--- src/dwwc_pkg.sv ---
// Shared types and constants for the deep water window classifier.
// Holds the transaction payload structs, tile and result codes, and the
// controller/datapath command and status structs. No dependencies.
package dwwc_pkg;

    localparam int COORD_W = 6;
    localparam int CLASS_W = 2;
    // Wide enough for a coordinate plus the largest radius, and for an
    // extent of up to 256 tiles.
    localparam int SPAN_W  = 9;

    localparam logic KIND_WRITE = 1'b0;
    localparam logic KIND_QUERY = 1'b1;

    localparam logic [CLASS_W-1:0] CLASS_OTHER = 2'd0;
    localparam logic [CLASS_W-1:0] CLASS_WATER = 2'd1;
    localparam logic [CLASS_W-1:0] CLASS_DEEP  = 2'd2;

    // Which value the output register takes when a query completes.
    localparam logic [1:0] RES_OTHER  = 2'd0;
    localparam logic [1:0] RES_STORED = 2'd1;
    localparam logic [1:0] RES_DEEP   = 2'd2;
    // The centre was water but the window scan found a dry cell.
    localparam logic [1:0] RES_WATER  = 2'd3;

    typedef struct packed {
        logic               kind;
        logic [COORD_W-1:0] pos_x;
        logic [COORD_W-1:0] pos_y;
        logic [CLASS_W-1:0] tile_class;
        logic               in_ocean;
    } in_item_t;

    typedef struct packed {
        logic [COORD_W-1:0] out_x;
        logic [COORD_W-1:0] out_y;
        logic [CLASS_W-1:0] result_class;
    } out_item_t;

    typedef struct packed {
        logic       latch;      // capture the accepted item's position
        logic       store;      // write the accepted tile into the grid
        logic       rd_center;  // read the queried tile
        logic       scan_clear; // restart the window counters
        logic       rd_win;     // read the next window cell
        logic       load_out;   // load the output register
        logic [1:0] res_sel;
    } dwwc_cmd_t;

    typedef struct packed {
        logic center_inside;
        logic center_wet_ocean;
        logic win_inside;
        logic cell_pend;
        logic cell_wet;
        logic issue_done;
        logic out_free;
    } dwwc_status_t;

endpackage

--- src/dwwc_ctrl.sv ---
// Controller state machine of the deep water window classifier.
// Sequences stores, the centre read and the window scan. Depends on dwwc_pkg.
module dwwc_ctrl (
    input  logic                  aclk,
    input  logic                  aresetn,
    input  logic                  in_valid,
    input  logic                  in_kind,
    output logic                  in_ready,
    input  dwwc_pkg::dwwc_status_t status,
    output dwwc_pkg::dwwc_cmd_t    cmd
);
    import dwwc_pkg::*;

    localparam logic [2:0] S_IDLE   = 3'd0;
    localparam logic [2:0] S_CENTER = 3'd1;
    localparam logic [2:0] S_CHECK  = 3'd2;
    localparam logic [2:0] S_SCAN   = 3'd3;
    localparam logic [2:0] S_OUT    = 3'd4;

    logic [2:0] state_reg, state_next;
    logic [1:0] res_reg, res_next;

    always_ff @(posedge aclk) begin
        if (!aresetn) begin
            state_reg <= S_IDLE;
            res_reg   <= RES_OTHER;
        end else begin
            state_reg <= state_next;
            res_reg   <= res_next;
        end
    end

    always_comb begin
        state_next     = state_reg;
        res_next       = res_reg;
        in_ready       = 1'b0;
        cmd            = '0;
        cmd.res_sel    = res_reg;
        unique case (state_reg)
            S_IDLE: begin
                in_ready  = 1'b1;
                cmd.latch = in_valid;
                cmd.store = in_valid && (in_kind == KIND_WRITE);
                if (in_valid && (in_kind == KIND_QUERY)) begin
                    state_next = S_CENTER;
                end
            end
            S_CENTER: begin
                cmd.rd_center  = 1'b1;
                cmd.scan_clear = 1'b1;
                state_next     = S_CHECK;
            end
            S_CHECK: begin
                if (!status.center_inside) begin
                    res_next   = RES_OTHER;
                    state_next = S_OUT;
                end else if (!status.center_wet_ocean || !status.win_inside) begin
                    res_next   = RES_STORED;
                    state_next = S_OUT;
                end else begin
                    cmd.rd_win = 1'b1;
                    state_next = S_SCAN;
                end
            end
            S_SCAN: begin
                // Reads are issued back to back; each cycle checks the cell read
                // in the previous one and stops at the first dry cell.
                if (status.cell_pend && !status.cell_wet) begin
                    res_next   = RES_WATER;
                    state_next = S_OUT;
                end else if (status.cell_pend && status.issue_done) begin
                    res_next   = RES_DEEP;
                    state_next = S_OUT;
                end else begin
                    cmd.rd_win = !status.issue_done;
                end
            end
            S_OUT: begin
                cmd.load_out = status.out_free;
                if (status.out_free) begin
                    state_next = S_IDLE;
                end
            end
            default: begin
                state_next = S_IDLE;
            end
        endcase
    end

endmodule

--- config.mk ---
export PLATFORM = sky130hd
export DESIGN_NAME = dwwc_ctrl
export DESIGN_NICKNAME = d
export VERILOG_FILES = /design/src/dwwc_pkg.sv /design/src/dwwc_ctrl.sv
export SDC_FILE = /design/constraint.sdc
export NUM_CORES = 1
export LEC_CHECK = 0
export BUFFER_PORTS_ARGS = -buffer_cell sky130_fd_sc_hd__buf_2
export CAP_MARGIN = 10
export CORE_AREA = 2 2 39 41
export DETAILED_ROUTE_END_ITERATION = 8
export DIE_AREA = 0 0 41 43
export GPL_TIMING_DRIVEN = 0
export SETUP_SLACK_MARGIN = 0.5
export SLEW_MARGIN = 20
export SYNTH_ARGS = -nofsm -noshare
export SYNTH_HDL_FRONTEND = slang
export SYNTH_SLANG_ARGS = --single-unit
--- constraint.sdc ---
create_clock -name aclk -period 1.5 [get_ports aclk]
set_input_delay 0.075 -clock aclk [delete_from_list [all_inputs] [get_ports aclk]]
set_output_delay 0.075 -clock aclk [all_outputs]
set_load 0.01 [all_outputs]
==> flow_summary.yaml, run 1 <==
power:
  p_sw_mw: 0.1787
  swShare_pct: 30.79
  ir_drop_v: 0.0005688
  leakage_nw: 0.2911
  p_seq_share_pct: 26.6
  p_int_mw: 0.4017
  clockPowerShare_pct: 26.1
  pwr-share-comb_pct: 47.3
  powerDensity_nw_per_um2: 940.9
floorplanning:
  dieWidth_microns: 41
  pin_count: 20
  rows: 14
  coreArea_sq_um: 1384
  dieArea_sq_um: 1763
  initial_utilization_pct: 25.77
  die_h_microns: 43
sta:
  setup_viol: 0
  rsz0062_at_grt: "yes"
  period_share_pct: 87.86
  fin_crit_ns: 1.318
  relSlewSlack_pct: 86.02
  hold_violations: 0
  clock_skew_ns: 0.004788
  max_freq_mhz: 758.8
  tightest_slew_ns: 0.2091
  maxSlewViolCount: 0
  finalSetupTns_ns: 0
final_layout:
  utilization_pct: 44.57
  largest_reg_flops: 3
  seqCellArea_sq_um: 102.6
  drive_above_1_share_pct: 59.72
  syn2layout_area_growth_pct: 72.98
  layout.nets: 84
  n_antenna_cell: 0
  final_area_sq_um: 616.8
  multi_input_area_sq_um: 260.3
  n_fill_cell: 149
  final_cells: 88
setup_path:
  cp_data_required_time_ns: 1.42
  cp_max_fo: 4
  criticalPathCategory: "reg -> out"
  slowest_delay_ns: 0.31
  cp_common_cell: "buf_6"
  worstPathCellList: "buf_6 -> nor3_4 -> and2_4 -> nor2b_4 -> buf_6"
  crit_slowest_cell: "dfxtp_2"
  critPathCaptureType: "output pin"
  start_kind: "register"
  worstPathArrival_ns: 1.24
global_routing:
  grt_pass1_wl_microns: 1621
  grt_max_degree: 10
  antenna_found_initial: 0
  grt_pass1_vias: 382
  gr-usage-all-layers_pct: 13.18
  grt-ovfl-total: 0
synth:
  syn-cell-area_sq_um: 356.6
  synth_seq_area_share_pct: 28.07
  yosys.cell_types.count: 25
  ys_warn_count: 0
  synth_nets: 55
  syn_area_per_cell_sq_um: 8.104
  synth-seq-cells: 5
  synthCells: 44
cts:
  htreeDepth: 1
  clkSlewWorstSetupHoldPaths_ns: 0.04
  holdBufCountCts: 0
  clockBufferDepth: 2
  clock_sink_count: 5
  clock_latency_ns: 0.24
  cts-root-buf: "clkbuf_4"
  cts_tree: "done"
  numCtsBuffers: 3
drt:
  vias_per_cell: 4.693
  wl_microns: 886
  drt_iter0_markers: 0
  wl_met3_microns: 78
  vias: 413
  met1_length_microns: 376
  ant_nets: 0
  routedWlPerCell_microns: 10.07
  firstDrtPassIters: 1
  met2WireLength_microns: 431
  drc: 0
  top_layer_used: "met3"
placed_design:
  dp.cells: 79
  gp_congestion: 0.6848
  port_buffers: 19
  dpl-instance-area_sq_um: 495.5
  hpwl_microns: 648.5
min_path:
  hold_path.class: "in -> reg"
status:
  outcome: "finished clean"
flow_run:
  maxCapViolations: 0
-- final cells by class --
type	count	area share, %
Multi-Input combinational cell	32	42.19
Timing Repair Buffer	24	24.54
Sequential cell	5	16.63
Buffer	4	7.302
Clock buffer	4	4.260
Tap cell	16	3.245
Inverter	3	1.826
-- metal layers --
layer  GRT usage (%)  vias up
li1                -      214
met1           16.18      184
met2           21.56       15
met3           6.283        0
met4               0        0
met5               0        -
-- power by group through the flow --
stage	Sequential [mW]	Clock (mW)	Combinational, mW
5_1_grt	0.156	0.167	0.304
2_1_floorplan	0.153	0	0.143
4_1_cts	0.152	0.159	0.268
3_3_place_gp	0.152	0	0.204
6_report	0.154	0.151	0.275
3_5_place_dp	0.152	0	0.206
-- cells by family after synthesis --
group,share of synthesized area (%)
compound gates,20.70
buf+inv,11.23
flops,28.07
mux,5.614
simple gates,34.38
-- layout by cell type (no fill, tap or decap), drive strengths merged, types with 2 or more instances in the layout --
| cell type | Yosys | final |
|---|---|---|
| inv | 3 | 3 |
| nand2 | 4 | 4 |
| clkbuf | 1 | 4 |
| nand2b | 2 | 2 |
| nor3b | 3 | 3 |
| a21boi | 2 | 2 |
| nor3 | 2 | 2 |
| nor2 | 3 | 3 |
| nor2b | 2 | 2 |
| mux2i | 2 | 2 |
| dfxtp | 5 | 5 |
| a31oi | 3 | 3 |
| buf | 3 | 28 |
-- worst paths after layout --
check	startpoint	endpoint	slack, ns	cells past startpoint
setup reg to reg	state_reg[0]	res_reg[0]	0.27	5
setup / recovery	state_reg[2]	cmd[6]	0.18	5
hold reg to reg	res_reg[1]	res_reg[1]	0.50	2
hold / removal	aresetn	res_reg[1]	0.11	3
-- synthesized netlist by cell type (all sizes together) --
master  n  area share [%]
nand2   4             4.2
a31oi   3             5.3
dfxtp   5              28
nor2b   2             3.5
mux2i   2             5.6
nand3   1             1.4
and2    1             1.8
clkbuf  1             1.4
and3    1             2.1
a21oi   1             1.4
a32oi   1             4.6
a211oi  1             2.1
inv     3             3.2
nor3b   3             6.3
nand2b  2             3.5
and3b   1             3.5
nor2    3             3.2
nand3b  1             2.1
buf     3             6.7
o2111a  1             3.2
nor3    2             2.8
a21boi  2             4.2
-- timing repair --
| item | CTS | global route |
|---|---|---|
| gates resized for setup | 12 | 2 |
| endpoints found under the hold margin | 0 | 0 |
| setup endpoints to repair | 11 | 12 |
| pin swaps | 7 | 3 |
| buffers inserted | 4 | 1 |
| gates cloned | 0 | 0 |
-- critical path: cells and delay by family (launching register included) --
kind | cells | cell delay (ns)
buf+inv | 2 | 0.22
flops | 1 | 0.31
simple gates | 3 | 0.48
-- per-stage QoR --
| stage | hold WS, ns | worst slack, ns | power (mW) |
|---|---|---|---|
| floorplan | 0.1800 | 0.3298 | 0.2959 |
| global placement | 0.3420 | 0.2671 | 0.3564 |
| detailed placement | 0.3406 | 0.2594 | 0.3585 |
| CTS | 0.09474 | 0.1620 | 0.5780 |
| global route | 0.1270 | 0.1158 | 0.6269 |
| finish | 0.1092 | 0.1821 | 0.5804 |
(Power assumes the default switching activity.)
==> inputs of run 2 (changes only) <==
GPL_ROUTABILITY_DRIVEN = 0   (was not set)
PLACE_DENSITY_LB_ADDON = 0.2   (was not set)
RECOVER_POWER = 100   (was not set)
==> run 2 against run 1 <==
Clock-buffer cell count is the same. Sequential cell count stayed put. Sequential power about the same. Die area is the same. Critical path type unchanged. Highest routed layer unchanged. Clock power up 5%.
==> flow_summary.yaml, run 2 (synthesized netlist as in run 1, its figures left out) <==
cts:
  clkSlewWorstSetupHoldPaths_ns: 0.04
  cts-root-buf: "clkbuf_4"
  numCtsBuffers: 3
  htreeDepth: 1
  clock_sink_count: 5
  cts_tree: "done"
  clock_latency_ns: 0.24
  clockBufferDepth: 2
drt:
  vias_per_cell: 4.798
  drc: 0
  vias: 427
  ant_nets: 0
  firstDrtPassIters: 4
  drt_iter0_markers: 4
  wl_microns: 963
  routedWlPerCell_microns: 10.82
sta:
  clock_skew_ns: 0.001804
  fin_crit_ns: 1.336
  finalSetupTns_ns: 0
  relSlewSlack_pct: 76.96
  tightest_slew_ns: 0.3448
  max_freq_mhz: 748.4
  maxSlewViolCount: 0
  rsz0062_at_grt: "yes"
  setup_viol: 0
  hold_violations: 0
  period_share_pct: 89.08
power:
  ir_drop_v: 0.0003878
  powerDensity_nw_per_um2: 940.1
  leakage_nw: 0.2844
global_routing:
  antenna_found_initial: 0
  grt_pass1_vias: 389
  grt-ovfl-total: 0
  grt_pass1_wl_microns: 1552
  grt_max_degree: 10
  gr-usage-all-layers_pct: 13.05
setup_path:
  worst_r2r_endpoint: "res_reg[0]"
  critPathCaptureType: "output pin"
  r2r_start: "state_reg[2]"
  worstSetupStartpoint: "state_reg[1]"
  worstPathArrival_ns: 1.26
  criticalPathCategory: "reg -> out"
  start_kind: "register"
  cp_data_required_time_ns: 1.42
  reg2reg_depth: 6
  cp_max_fo: 6
  r2r_setup_slack_ns: 0.18
  endpoint: "cmd[6]"
floorplanning:
  die_h_microns: 43
  dieWidth_microns: 41
  coreArea_sq_um: 1384
  pin_count: 20
  initial_utilization_pct: 25.77
  dieArea_sq_um: 1763
  rows: 14
status:
  outcome: "finished clean"
final_layout:
  layout.nets: 85
  final_cell_mix: "buf_2, clkbuf_1, buf_6, clkbuf_4"
  n_antenna_cell: 0
  final_cells: 89
  syn2layout_area_growth_pct: 78.25
  largest_reg_flops: 3
  layout_commonest_cell: "buf_2"
  n_fill_cell: 153
  final_area_sq_um: 635.6
  drive_above_1_share_pct: 53.42
placed_design:
  hpwl_microns: 645.6
  dpl-instance-area_sq_um: 495.5
  port_buffers: 19
  dp.cells: 79
flow_run:
  maxCapViolations: 0
min_path:
  hold_path.class: "in -> reg"
-- run 2: final cells by class --
type	instances	area (sq um)	area share, %
multi-input combinational	32	264.0	41.54
timing repair buffer	25	165.2	25.98
sequential	5	103.9	16.34
buffer	4	45.04	7.087
clock buffer	4	26.28	4.134
tap	16	20.02	3.150
inverter	3	11.26	1.772
-- run 2: how the worst min path moves through the flow --
stage	depth (start not counted)	endpoint	startpoint	slack, ns
finish	3	res_reg[1]	aresetn	0.10
global route	3	res_reg[1]	aresetn	0.09
CTS	3	res_reg[1]	aresetn	0.09
detailed placement	3	res_reg[1]	aresetn	0.35
global placement	3	res_reg[1]	aresetn	0.34
floorplan	1	cmd[6]	in_kind	0.18
-- run 2: worst max-delay path, cell delays in order (launching register included) --
cell	delay (ns)
dfxtp_2	0.31
buf_6	0.13
nor3_4	0.18
and2_4	0.16
nor2b_4	0.13
buf_6	0.10
-- run 2: report_power, final --
group,leakage [nW],total (mW),switching [mW],internal (mW)
registers,0.0419,0.155,0.00673,0.148
logic,0.227,0.284,0.126,0.158
clock network,0.0150,0.158,0.0576,0.101
-- run 2: routing by layer --
layer | GRT usage, % | wire length, microns | vias to the layer above
met5 | 0 | 0 | -
met4 | 8.000 | 0 | 0
met3 | 3.141 | 57 | 0
met2 | 21.25 | 522 | 16
met1 | 14.15 | 382 | 195
li1 | - | - | 216
-- run 2: what timing repair did --
item                                    4_1_cts  5_1_grt
setup buffers                                 4        2
hold buffers                                  0        0
endpoints found under the setup margin       12       12
pin swaps                                     5        4
resized for setup                            10        9
hold endpoints to repair                      0        0
-- run 2: stage by stage --
stage	utilization [%]	hold WS (ns)	setup slack, ns	total power, mW
6_report	45.93	0.1001	0.1639	0.5976
5_1_grt	45.93	0.08792	0.06877	0.6425
4_1_cts	43.04	0.08855	0.1550	0.5674
3_5_place_dp	35.80	0.3462	0.2717	0.3579
3_3_place_gp	35.80	0.3448	0.2708	0.3554
2_1_floorplan	-	0.1800	0.3298	0.2959
